`config.mk`:
```
export PLATFORM = sky130hd
export DESIGN_NAME = stop_and_wait_retry_sender
export DESIGN_NICKNAME = d
export VERILOG_FILES = /design/src/rtl/core/swrs_pkg.sv /design/src/rtl/core/swrs_cfg_regs.sv /design/src/rtl/core/swrs_step_logic.sv /design/src/rtl/core/stop_and_wait_retry_sender.sv
export SDC_FILE = /design/constraint.sdc
export NUM_CORES = 1
export LEC_CHECK = 0
export BUFFER_PORTS_ARGS = -buffer_cell sky130_fd_sc_hd__buf_2
export CORE_MARGIN = 10
export CORE_UTILIZATION = 44
export CTS_CLUSTER_SIZE = 10
export DETAILED_ROUTE_END_ITERATION = 12
export HOLD_SLACK_MARGIN = 0.02
export PLACE_DENSITY = 0.73
export SETUP_SLACK_MARGIN = 0.2
export SLEW_MARGIN = 40
export SYNTH_ARGS = -nofsm -noshare
export SYNTH_HDL_FRONTEND = slang
export SYNTH_SLANG_ARGS = --single-unit
export TNS_END_PERCENT = 30
```
`constraint.sdc`:
```
create_clock -name clk_i -period 2.2 [get_ports clk_i]
set_clock_uncertainty 0.05 [all_clocks]
set_input_delay 0.33 -clock clk_i [delete_from_list [all_inputs] [get_ports clk_i]]
set_output_delay 0.33 -clock clk_i [all_outputs]
set_load 0.02 [all_outputs]
```
`src/rtl/core/swrs_pkg.sv`:
```
`timescale 1ns / 1ps
`default_nettype none

package swrs_pkg;

  // Event codes carried in the operation field
  typedef enum logic [1:0] {
    OP_START = 2'd0,
    OP_REPLY = 2'd1,
    OP_TICK  = 2'd2
  } op_e;

  // Reply byte codes
  localparam logic [7:0] CODE_ACK  = 8'd1;
  localparam logic [7:0] CODE_NACK = 8'd2;
  localparam logic [7:0] CODE_END  = 8'd3;

  // Configuration register indexes (word address bits)
  localparam logic [1:0] REG_RETRY_LIMIT = 2'd0;
  localparam logic [1:0] REG_START_BYTE  = 2'd1;
  localparam logic [1:0] REG_IS_MASTER   = 2'd2;

  // Configuration reset values
  localparam logic [2:0] RETRY_LIMIT_RST = 3'd4;
  localparam logic [7:0] START_BYTE_RST  = 8'd60;
  localparam logic       IS_MASTER_RST   = 1'b0;

  typedef struct packed {
    logic [2:0] retry_limit;
    logic [7:0] start_byte;
    logic       is_master;
  } cfg_t;

  typedef struct packed {
    logic [1:0] operation;
    logic [7:0] rx_byte;
    logic       rx_error;
    logic [7:0] next_byte;
    logic       peer_done;
  } in_item_t;

  typedef struct packed {
    logic       tx_valid;
    logic       tx_ninth;
    logic [7:0] tx_byte;
    logic       next_taken;
    logic       show_frame;
    logic       link_lost;
  } out_item_t;

  typedef struct packed {
    logic [7:0] held_byte;
    logic       held_ninth;
    logic       timer_armed;
    logic [2:0] timeout_count;
  } arq_state_t;

endpackage

`default_nettype wire

```
`src/rtl/core/swrs_cfg_regs.sv`:
```
`timescale 1ns / 1ps
`default_nettype none

module swrs_cfg_regs (
  input  wire logic          clk_i,
  input  wire logic          rst_ni,
  input  wire logic          psel,
  input  wire logic          penable,
  input  wire logic          pwrite,
  input  wire logic [3:0]    paddr,
  input  wire logic [31:0]   pwdata,
  output logic [31:0]        prdata,
  output logic               pready,
  output swrs_pkg::cfg_t     cfg_o
);

  swrs_pkg::cfg_t cfg_q;
  logic           wr_en;

  assign pready = 1'b1;
  assign wr_en  = psel & penable & pwrite;

  // Register writes in the access phase
  always_ff @(posedge clk_i or negedge rst_ni) begin
    if (!rst_ni) begin
      cfg_q.retry_limit <= swrs_pkg::RETRY_LIMIT_RST;
      cfg_q.start_byte  <= swrs_pkg::START_BYTE_RST;
      cfg_q.is_master   <= swrs_pkg::IS_MASTER_RST;
    end else if (wr_en) begin
      case (paddr[3:2])
        swrs_pkg::REG_RETRY_LIMIT: cfg_q.retry_limit <= pwdata[2:0];
        swrs_pkg::REG_START_BYTE:  cfg_q.start_byte  <= pwdata[7:0];
        swrs_pkg::REG_IS_MASTER:   cfg_q.is_master   <= pwdata[0];
        default: ;
      endcase
    end
  end

  // Read-back mux, unmapped addresses read as zero
  always_comb begin
    case (paddr[3:2])
      swrs_pkg::REG_RETRY_LIMIT: prdata = {29'd0, cfg_q.retry_limit};
      swrs_pkg::REG_START_BYTE:  prdata = {24'd0, cfg_q.start_byte};
      swrs_pkg::REG_IS_MASTER:   prdata = {31'd0, cfg_q.is_master};
      default:                   prdata = 32'd0;
    endcase
  end

  assign cfg_o = cfg_q;

endmodule

`default_nettype wire

```
`src/rtl/core/swrs_step_logic.sv`:
```
`timescale 1ns / 1ps
`default_nettype none

module swrs_step_logic (
  input  wire swrs_pkg::cfg_t       cfg_i,
  input  wire swrs_pkg::in_item_t   item_i,
  input  wire swrs_pkg::arq_state_t state_i,
  output swrs_pkg::arq_state_t      state_o,
  output swrs_pkg::out_item_t       res_o
);

  logic [2:0] cnt_inc;

  assign cnt_inc = state_i.timeout_count + 3'd1;

  // One event: next protocol state and the frame to send, if any
  always_comb begin
    state_o = state_i;
    res_o   = '0;
    case (item_i.operation)
      swrs_pkg::OP_START: begin
        state_o.timeout_count = 3'd0;
        state_o.timer_armed   = 1'b1;
        res_o.tx_valid        = 1'b1;
        res_o.tx_ninth        = 1'b1;
        res_o.tx_byte         = cfg_i.start_byte;
      end
      swrs_pkg::OP_REPLY: begin
        state_o.timer_armed   = 1'b0;
        state_o.timeout_count = 3'd0;
        if (item_i.rx_error) begin
          // bad frame: answer with a NACK control frame, timer stays off
          res_o.tx_valid = 1'b1;
          res_o.tx_ninth = 1'b1;
          res_o.tx_byte  = swrs_pkg::CODE_NACK;
        end else if (item_i.rx_byte == swrs_pkg::CODE_ACK) begin
          res_o.tx_valid      = 1'b1;
          res_o.tx_byte       = item_i.next_byte;
          res_o.next_taken    = 1'b1;
          state_o.timer_armed = 1'b1;
        end else if (item_i.rx_byte == swrs_pkg::CODE_NACK) begin
          res_o.tx_valid      = 1'b1;
          res_o.tx_byte       = state_i.held_byte;
          state_o.timer_armed = 1'b1;
        end else if (item_i.rx_byte == swrs_pkg::CODE_END) begin
          res_o.show_frame = 1'b1;
        end
      end
      swrs_pkg::OP_TICK: begin
        if (state_i.timer_armed) begin
          if (cnt_inc >= cfg_i.retry_limit) begin
            state_o.timer_armed   = 1'b0;
            state_o.timeout_count = 3'd0;
            res_o.link_lost       = 1'b1;
            res_o.show_frame      = item_i.peer_done | cfg_i.is_master;
          end else begin
            // timeout: repeat the held frame and keep the timer running
            state_o.timeout_count = cnt_inc;
            res_o.tx_valid        = 1'b1;
            res_o.tx_ninth        = state_i.held_ninth;
            res_o.tx_byte         = state_i.held_byte;
          end
        end
      end
      default: ;
    endcase
    // every frame sent becomes the held frame
    if (res_o.tx_valid) begin
      state_o.held_byte  = res_o.tx_byte;
      state_o.held_ninth = res_o.tx_ninth;
    end
  end

endmodule

`default_nettype wire

```
`src/rtl/core/stop_and_wait_retry_sender.sv`:
```
`timescale 1ns / 1ps
`default_nettype none

// Stop-and-wait retry sender for 9-bit UART frames.
// Input stream (s_axis): one event per transaction - start, reply received
// or timer tick, selected by tuser. Output stream (m_axis): exactly one
// result per event, holding the frame to transmit (if any) and the
// next_taken, show_frame and link_lost flags.
// Configuration through the APB port: retry_limit at 0x0, start_byte at 0x4,
// is_master at 0x8. Write only while no event is in flight.
// An accepted event is registered in the input register, decoded and
// registered again in the result register, which drives m_axis.
// Throughput: one event per cycle while m_axis_tready is not held low; the
// protocol state is a handful of flip-flops updated by a single decode stage
// between the input register and the result register.
// Reset clears the held frame, the timer and the timeout count, empties
// both pipeline registers and restores the register defaults.
// When the receiver stalls, the result register holds its transaction, the
// input register takes one more event if empty and then s_axis_tready goes low.
module stop_and_wait_retry_sender (
  input  wire logic        clk_i,
  input  wire logic        rst_ni,
  // s_axis
  input  wire logic        s_axis_tvalid,
  output logic             s_axis_tready,
  input  wire logic [23:0] s_axis_tdata,  // rx_byte[7:0], next_byte[15:8], peer_done[16]
  input  wire logic [2:0]  s_axis_tuser,  // operation[1:0], rx_error[2]
  // m_axis
  output logic             m_axis_tvalid,
  input  wire logic        m_axis_tready,
  output logic [15:0]      m_axis_tdata,  // tx_valid[0], tx_ninth[1], tx_byte[9:2],
                                          // next_taken[10], show_frame[11], link_lost[12]
  // APB configuration
  input  wire logic        psel,
  input  wire logic        penable,
  input  wire logic        pwrite,
  input  wire logic [3:0]  paddr,
  input  wire logic [31:0] pwdata,
  output logic [31:0]      prdata,
  output logic             pready
);

  swrs_pkg::cfg_t       cfg;
  swrs_pkg::in_item_t   in_q;
  swrs_pkg::out_item_t  out_q;
  swrs_pkg::out_item_t  res;
  swrs_pkg::arq_state_t state_q;
  swrs_pkg::arq_state_t state_d;
  logic                 in_valid_q;
  logic                 in_valid_d;
  logic                 out_valid_q;
  logic                 out_valid_d;
  logic                 out_ready;
  logic                 in_ready;
  logic                 accept;
  logic                 advance;

  swrs_cfg_regs u_cfg (
    .clk_i   (clk_i),
    .rst_ni  (rst_ni),
    .psel    (psel),
    .penable (penable),
    .pwrite  (pwrite),
    .paddr   (paddr),
    .pwdata  (pwdata),
    .prdata  (prdata),
    .pready  (pready),
    .cfg_o   (cfg)
  );

  swrs_step_logic u_step (
    .cfg_i   (cfg),
    .item_i  (in_q),
    .state_i (state_q),
    .state_o (state_d),
    .res_o   (res)
  );

  // Handshake: each stage frees up when its content moves on
  assign out_ready   = ~out_valid_q | m_axis_tready;
  assign in_ready    = ~in_valid_q | out_ready;
  assign accept      = s_axis_tvalid & in_ready;
  assign advance     = in_valid_q & out_ready;
  assign in_valid_d  = accept | (in_valid_q & ~out_ready);
  assign out_valid_d = advance | (out_valid_q & ~m_axis_tready);

  assign s_axis_tready = in_ready;

  // Control state
  always_ff @(posedge clk_i or negedge rst_ni) begin
    if (!rst_ni) begin
      in_valid_q  <= 1'b0;
      out_valid_q <= 1'b0;
      state_q     <= '0;
    end else begin
      in_valid_q  <= in_valid_d;
      out_valid_q <= out_valid_d;
      if (advance) begin
        state_q <= state_d;
      end
    end
  end

  // Input register
  always_ff @(posedge clk_i) begin
    if (accept) begin
      in_q.operation <= s_axis_tuser[1:0];
      in_q.rx_error  <= s_axis_tuser[2];
      in_q.rx_byte   <= s_axis_tdata[7:0];
      in_q.next_byte <= s_axis_tdata[15:8];
      in_q.peer_done <= s_axis_tdata[16];
    end
  end

  // Result register
  always_ff @(posedge clk_i) begin
    if (advance) begin
      out_q <= res;
    end
  end

  assign m_axis_tvalid = out_valid_q;
  assign m_axis_tdata  = {3'd0, out_q.link_lost, out_q.show_frame, out_q.next_taken,
                          out_q.tx_byte, out_q.tx_ninth, out_q.tx_valid};

  // A lost link never sends a frame in the same result
  assert property (@(posedge clk_i) disable iff (!rst_ni)
    (out_valid_q && out_q.link_lost) |-> !out_q.tx_valid)
    else $error("link_lost together with a transmitted frame");

  // A consumed data byte is always sent as a data frame
  assert property (@(posedge clk_i) disable iff (!rst_ni)
    (out_valid_q && out_q.next_taken) |-> (out_q.tx_valid && !out_q.tx_ninth))
    else $error("next_taken without a data frame");

  // Every frame sent becomes the held frame
  assert property (@(posedge clk_i) disable iff (!rst_ni)
    (advance && res.tx_valid) |=>
      (state_q.held_byte == $past(res.tx_byte) && state_q.held_ninth == $past(res.tx_ninth)))
    else $error("held frame not updated on transmit");

  // After a lost link the timer is stopped and the count cleared
  assert property (@(posedge clk_i) disable iff (!rst_ni)
    (advance && res.link_lost) |=> (!state_q.timer_armed && state_q.timeout_count == 3'd0))
    else $error("timer still running after link loss");

endmodule

`default_nettype wire
```
Word-level counts from Yosys, hierarchy flattened
Index checks and enable logic that the tools add are counted.
{"block": "classes", "muxes": 24, "n_addsub": 1, "bitwise": 16, "order_cmp": 1, "n_reduce_logical": 11, "eq_ne": 8}
{"op": "case mux 10 bit (3 select lines)", "n": 1}
{"op": "2-to-1 mux 8 bit", "n": 3}
{"op": "case mux 8 bit (3 select lines)", "n": 1}
{"op": "2-to-1 mux 10 bit", "n": 2}
{"op": "equality test 8 x 2 -> 1 bit, second input constant", "n": 2}
{"op": "case mux 4 bit (3 select lines)", "n": 1}
{"op": "AND reduction 2 bit", "n": 6}
{"op": "2-to-1 mux 1 bit", "n": 11}
{"op": "equality test 8 x 1 -> 1 bit, second input constant", "n": 1}
{"op": "bitwise AND 1 bit", "n": 6}
{"op": "NOT 1 bit", "n": 5}
{"op": "OR 1 bit", "n": 5}
{"op": "equality test 2 x 1 -> 1 bit, second input constant", "n": 2}
{"op": "equality test 2 bit, second input constant", "n": 2}
{"op": "zero test 2 bit", "n": 2}
{"op": "2-to-1 mux 2 bit", "n": 2}
{"op": "2-to-1 mux 4 bit", "n": 1}
{"op": "adder 3 x 1 -> 3 bit, second input constant", "n": 1}
{"op": ">= comparator 3 bit", "n": 1}
{"op": "2-to-1 mux 3 bit", "n": 1}
{"op": "AND reduction 3 bit", "n": 1}
{"op": "nonzero test 3 bit", "n": 1}
{"op": "inequality test 2 bit, second input constant", "n": 1}
{"op": "case mux 1 bit (2 select lines)", "n": 1}
{"op": "OR reduction 2 bit", "n": 1}
{"block": "word_totals", "in_bits": 70, "out_inout_bits": 51, "ff_bits": 60, "wordCells": 81}

Longest topological paths before layout
{"block": "depth", "depth_word": 6, "depth_mapped": 8, "mapped_depth_nobuf": 7}

Modules after synthesis
From an unflattened synthesis, not the netlist that was laid out.
{"block": "hier_totals", "hier_cells": 247, "area_unflattened_um2": 3141.8}
{"mod": "stop_and_wait_retry_sender", "area_each_um2": 1649.1, "cells_each": 73, "seq_area_each_um2": 1366.3, "instances": 1}
{"mod": "swrs_cfg_regs", "area_each_um2": 778.2, "cells_each": 70, "seq_area_each_um2": 306.5, "instances": 1}
{"mod": "swrs_step_logic", "area_each_um2": 714.4, "cells_each": 104, "seq_area_each_um2": 0.0, "instances": 1}

Least setup slack after synthesis
OpenSTA, ideal clock, no wires.
{"block": "synth_path", "path_kind": "flip-flop to flip-flop", "from": "register state_q[0] (netlist bit)", "to": "register out_q (netlist bit m_axis_tdata[2]), data pin", "slack_ns": -0.080, "path_buffers": 1, "arrival_time_ns": 2.083, "path_stages_with_launch": 9, "path_cell_list": "dfrtp_1 -> ha_1 -> xor2_1 -> ha_1 -> a21o_2 -> a311oi_2 -> clkbuf_1 -> o21ai_0 -> a21oi_1"}
{"item": "from (decl)", "line": "stop_and_wait_retry_sender.sv:47", "text": "swrs_pkg::arq_state_t state_q;"}
{"item": "from (signal assigned)", "line": "stop_and_wait_retry_sender.sv:99", "text": "state_q <= state_d;"}
{"item": "to (signal assigned)", "line": "stop_and_wait_retry_sender.sv:118", "text": "out_q <= res;"}
{"item": "to (decl)", "line": "stop_and_wait_retry_sender.sv:45", "text": "swrs_pkg::out_item_t out_q;"}

Worst setup path in the final report
{"block": "layout_path", "from": "register state_q[1] (netlist bit)", "to": "register state_q[7] (netlist bit)"}
{"block": "layout_between", "elab_chain_cells": 6}
{"item": "adder 3 x 1 -> 3 bit *", "line": "swrs_step_logic.sv:14", "text": "assign cnt_inc = state_i.timeout_count + 3'd1;"}
{"item": ">= comparator 3 bit *", "line": "swrs_step_logic.sv:51", "text": "if (cnt_inc >= cfg_i.retry_limit) begin"}
{"item": "2-to-1 mux 10 bit *", "line": "swrs_step_logic.sv:51"}
{"item": "2-to-1 mux 10 bit *", "line": "swrs_step_logic.sv:50", "text": "if (state_i.timer_armed) begin"}
{"item": "case mux 10 bit (3 select lines) *", "line": "swrs_step_logic.sv:20", "text": "case (item_i.operation)"}
{"item": "AND reduction 2 bit (no source line)"}
Mark *: on every way between the ends. The rest lies on a longest branch, timed or not.
A chain may end at the register's enable or synchronous reset.

==> impl_metrics.py <==
metrics = {
    "clock_tree": {
        "clk_pin_slew_worst_paths_ns": 0.07,
        "worstSkewPairLatency_ns": 0.34,
        "numClockSinks": 60,
        "cts_made_buffers": 9,
        "root_buffer": "clkbuf_8",
        "cts_max_level": 3,
        "cts_buffer_depth": 2,
        "tritoncts": "yes",
    },
    "power": {
        "net-switching-power_w": 0.000835,
        "power.density_nw_per_um2": 824,
        "cell_internal_pwr_w": 0.00211,
        "swShare_pct": 28.3,
        "power.ir.vdd_worst_uv": 446,
        "power.static_leakage_nw": 1.54,
        "p_clk_share_pct": 29.5,
        "total_power_w": 0.00295,
        "combPwrFrac_pct": 20.2,
        "pwr-share-seq_pct": 50.4,
    },
    "setup_path": {
        "critPathMaxFanout": 7,
        "critical_path_required_ns": 2.37,
        "path_class": "flip-flop to flip-flop",
        "crit_path_end_kind": "flip-flop",
        "cp_data_arrival_time_ns": 2.38,
        "worst_setup_path_start_kind": "flip-flop",
    },
    "outcome": {
        "run_status": "complete, but fails checks",
        "failed_checks": "setup timing",
    },
    "global_route": {
        "antenna_violations_before_repair": 0,
        "grt_overflow": 0,
        "first_pass_grt_wire_length_mm": 10.4,
        "grt_usage_pct": 12.9,
        "maximum_number_of_pins_on_one_net_before_global_route_repair": 28,
        "first_global_vias": 2131,
    },
    "routing": {
        "via_count": 1972,
        "routed_via_density": 5.06,
        "route.antenna.remaining_nets": 0,
        "drt_first_iter_violations": 63,
        "drt-pass1-iter-count": 4,
        "drc_errors": 0,
        "drt-wirelength-per-cell_um": 16.6,
        "route.final.wire_length_mm": 6.49,
    },
    "logic_synthesis": {
        "postSynthRegisterBits": 60,
        "postSynthAreaPerCell_um2": 12.8,
        "synth_enable_flop_cells": 33,
        "syn_inst": 231,
        "post_synthesis_async_set_or_reset_flop_share_pct": 45.0,
        "synth_sequential_area_ratio_pct": 56.6,
        "synth_warnings": 0,
        "post_synth_instance_area_um2": 2960,
        "largest_cells_by_area_after_synthesis": "edfxtp_1 34%, dfrtp_1 19%, buf_4 7.1%, dfstp_2 4.4%, mux2_2 4.2%",
        "yosys.area.top_type_share_pct": 33.5,
        "dominantRegCellSynth": "edfxtp_1",
        "number_of_distinct_library_cell_variants_in_the_gate_level_netlist_after_synthesis": 51,
        "yosys.area.top_type": "edfxtp_1",
    },
    "sta": {
        "setup-violations-final": 2,
        "whs_ns": 0.111,
        "final_hold_viol_count": 0,
        "worst-slew-pin-transition_ns": 0.698,
        "post-route-worst-setup-slack_ns": -0.0109,
        "slew_violations": 0,
        "slew_headroom_pct": 53.4,
        "layout_worst_path_cycle_share_pct": 100,
        "max_clock_freq_mhz": 452,
        "layout_min_cycle_time_ns": 2.21,
        "rsz0062_at_grt": "true",
    },
    "die": {
        "initial_core_util_pct": 46.0,
        "design.portCount": 121,
        "die_area_um2": 10400,
        "num_rows": 29,
        "core_area_um2": 6420,
        "die_height_um": 102,
        "floorplan.die.width_um": 102,
    },
    "min_path": {
        "min-delay-path-class": "input pin to flip-flop",
    },
    "finish": {
        "areaGrowthSynthToFinish_pct": 20.9,
        "final_design_area_no_fill_um2": 3570,
        "finalNetCount": 387,
        "final_layout_size_suffix_gt1_share_pct": 42.2,
        "antennaDiodeCount": 0,
    },
    "placement": {
        "place.port_buffers": 59,
        "postPlaceCellArea_um2": 3280,
        "detailedPlace.worstSlack_ns": -0.0786,
        "place.detailed.hpwl_mm": 4.89,
        "globalplace.congestion": 0.809,
    },
    "run": {
        "maxCapViolations": 0,
    },
}
-- final cells by class --
cell class                      count  area (µm²)
Sequential cell                    60        1670
Clock inverter                      3        13.8
Clock buffer                       13         159
Multi-Input combinational cell    155        1170
Timing Repair Buffer               76         440
Inverter                            6        22.5
Tap cell                           77        96.3
Fill cell                         539        2850
-- sequential cells by signal, summed over array words and instances, names as in the netlist --
signal	flops
in_q	20
m_axis_tdata	13
state_q	13
u_cfg.cfg_o	12
in_valid_q	1
m_axis_tvalid	1
-- cell families (layout without fill, tap and decap cells) --
logic type / Yosys count / in the layout / synth area share [%]
compound gates: 54 / 54 / 12.9
fa+ha+maj: 9 / 9 / 3.81
mux: 14 / 14 / 5.21
buf+inv: 42 / 98 / 9.99
other cells: 2 / 28 / 0.254
simple gates: 48 / 48 / 10.7
xor+xnor: 2 / 2 / 0.593
flops: 60 / 60 / 56.6
-- worst paths after layout --
path | start | to | slack (ns) | depth (start not counted)
max | state_q[1] | state_q[7] | -0.01 | 8
min reg2reg | state_q[12] | state_q[12] | 0.45 | 1
min in group asynchronous | rst_ni | m_axis_tvalid | 0.51 | 2
max reg2reg | state_q[1] | state_q[7] | -0.01 | 8
min | s_axis_tuser[2] | in_q[9] | 0.11 | 1
max in group asynchronous | rst_ni | u_cfg.cfg_o[10] | 1.17 | 2
-- per-stage QoR --
stage	util [%]	std cells	TNS [ns]
6_report	55.6	390	-0.0155
5_1_grt	55.6	390	-0.945
4_1_cts	55.1	389	-0.522
3_5_place_dp	51.0	369	-0.540
3_3_place_gp	51.0	369	0
2_1_floorplan	-	257	0
-- cell usage after synthesis (all sizes together) (5+ instances only) --
cell type and n:
nand2 8, a22oi 7, inv 6, mux2 11, clkbuf 5, ha 9, o21ai 13, and2 7
nor2 5, a21oi 14, dfrtp 22, dfstp 5, edfxtp 33, buf 31, o2bb2ai 7
-- layout by cell type, fill, tap and decap left out, types with 2 or more instances in the layout --
cell type,count
mux2i_1,3
and2_1,6
nand3_1,3
nor2_1,5
inv_1,6
dfrtp_1,22
nand2_1,8
ha_1,7
o21ai_1,8
buf_6,4
a21oi_1,11
a21o_2,2
o2bb2ai_2,5
mux2_2,10
nor2b_1,3
clkbuf_1,2
a31oi_1,2
nor3_1,3
buf_2,59
nand2b_1,3
a22o_1,2
conb_1,28
edfxtp_1,33
dfstp_2,5
buf_4,12
clkbuf_8,11
a21oi_2,3
clkinv_2,2
a22oi_1,7
o2bb2ai_1,2
o21ai_0,4
nor4b_2,2
or2b_2,2
-- power by group through the flow --
stage                     Sequential, W  Clock [W]  Combinational (W)
after floorplan                 0.00150          0           0.000396
after global routing            0.00150   0.000956           0.000651
after detailed placement        0.00150          0           0.000542
final                           0.00148   0.000868           0.000594
after global placement          0.00149          0           0.000524
after CTS                       0.00148   0.000895           0.000583
-- routing by layer --
layer  global-route usage (%)  wire (µm)
met1                     14.3       2680
met2                     21.4       3090
met3                     4.18        556
met4                     7.59        162
met5                        0          0
-- repair_timing --
action | in CTS | in global routing
gates resized for setup | 21 | 5
cloned | 1 | 0
pin swaps | 18 | 4
setup buffers | 2 | 1
endpoints found under the hold margin | 22 | 0
setup endpoints to repair | 23 | 25
hold buffers | 1 | 0
-- worst max-delay path, cell delays in order, from the launching register on --
cell	delay, ns
dfrtp_1	0.40
ha_2	0.20
xor2_2	0.16
ha_4	0.28
buf_6	0.09
buf_6	0.09
a311oi_4	0.10
or4_4	0.53
o2bb2ai_1	0.17
Note: power is estimated with default switching activity, not from simulation.
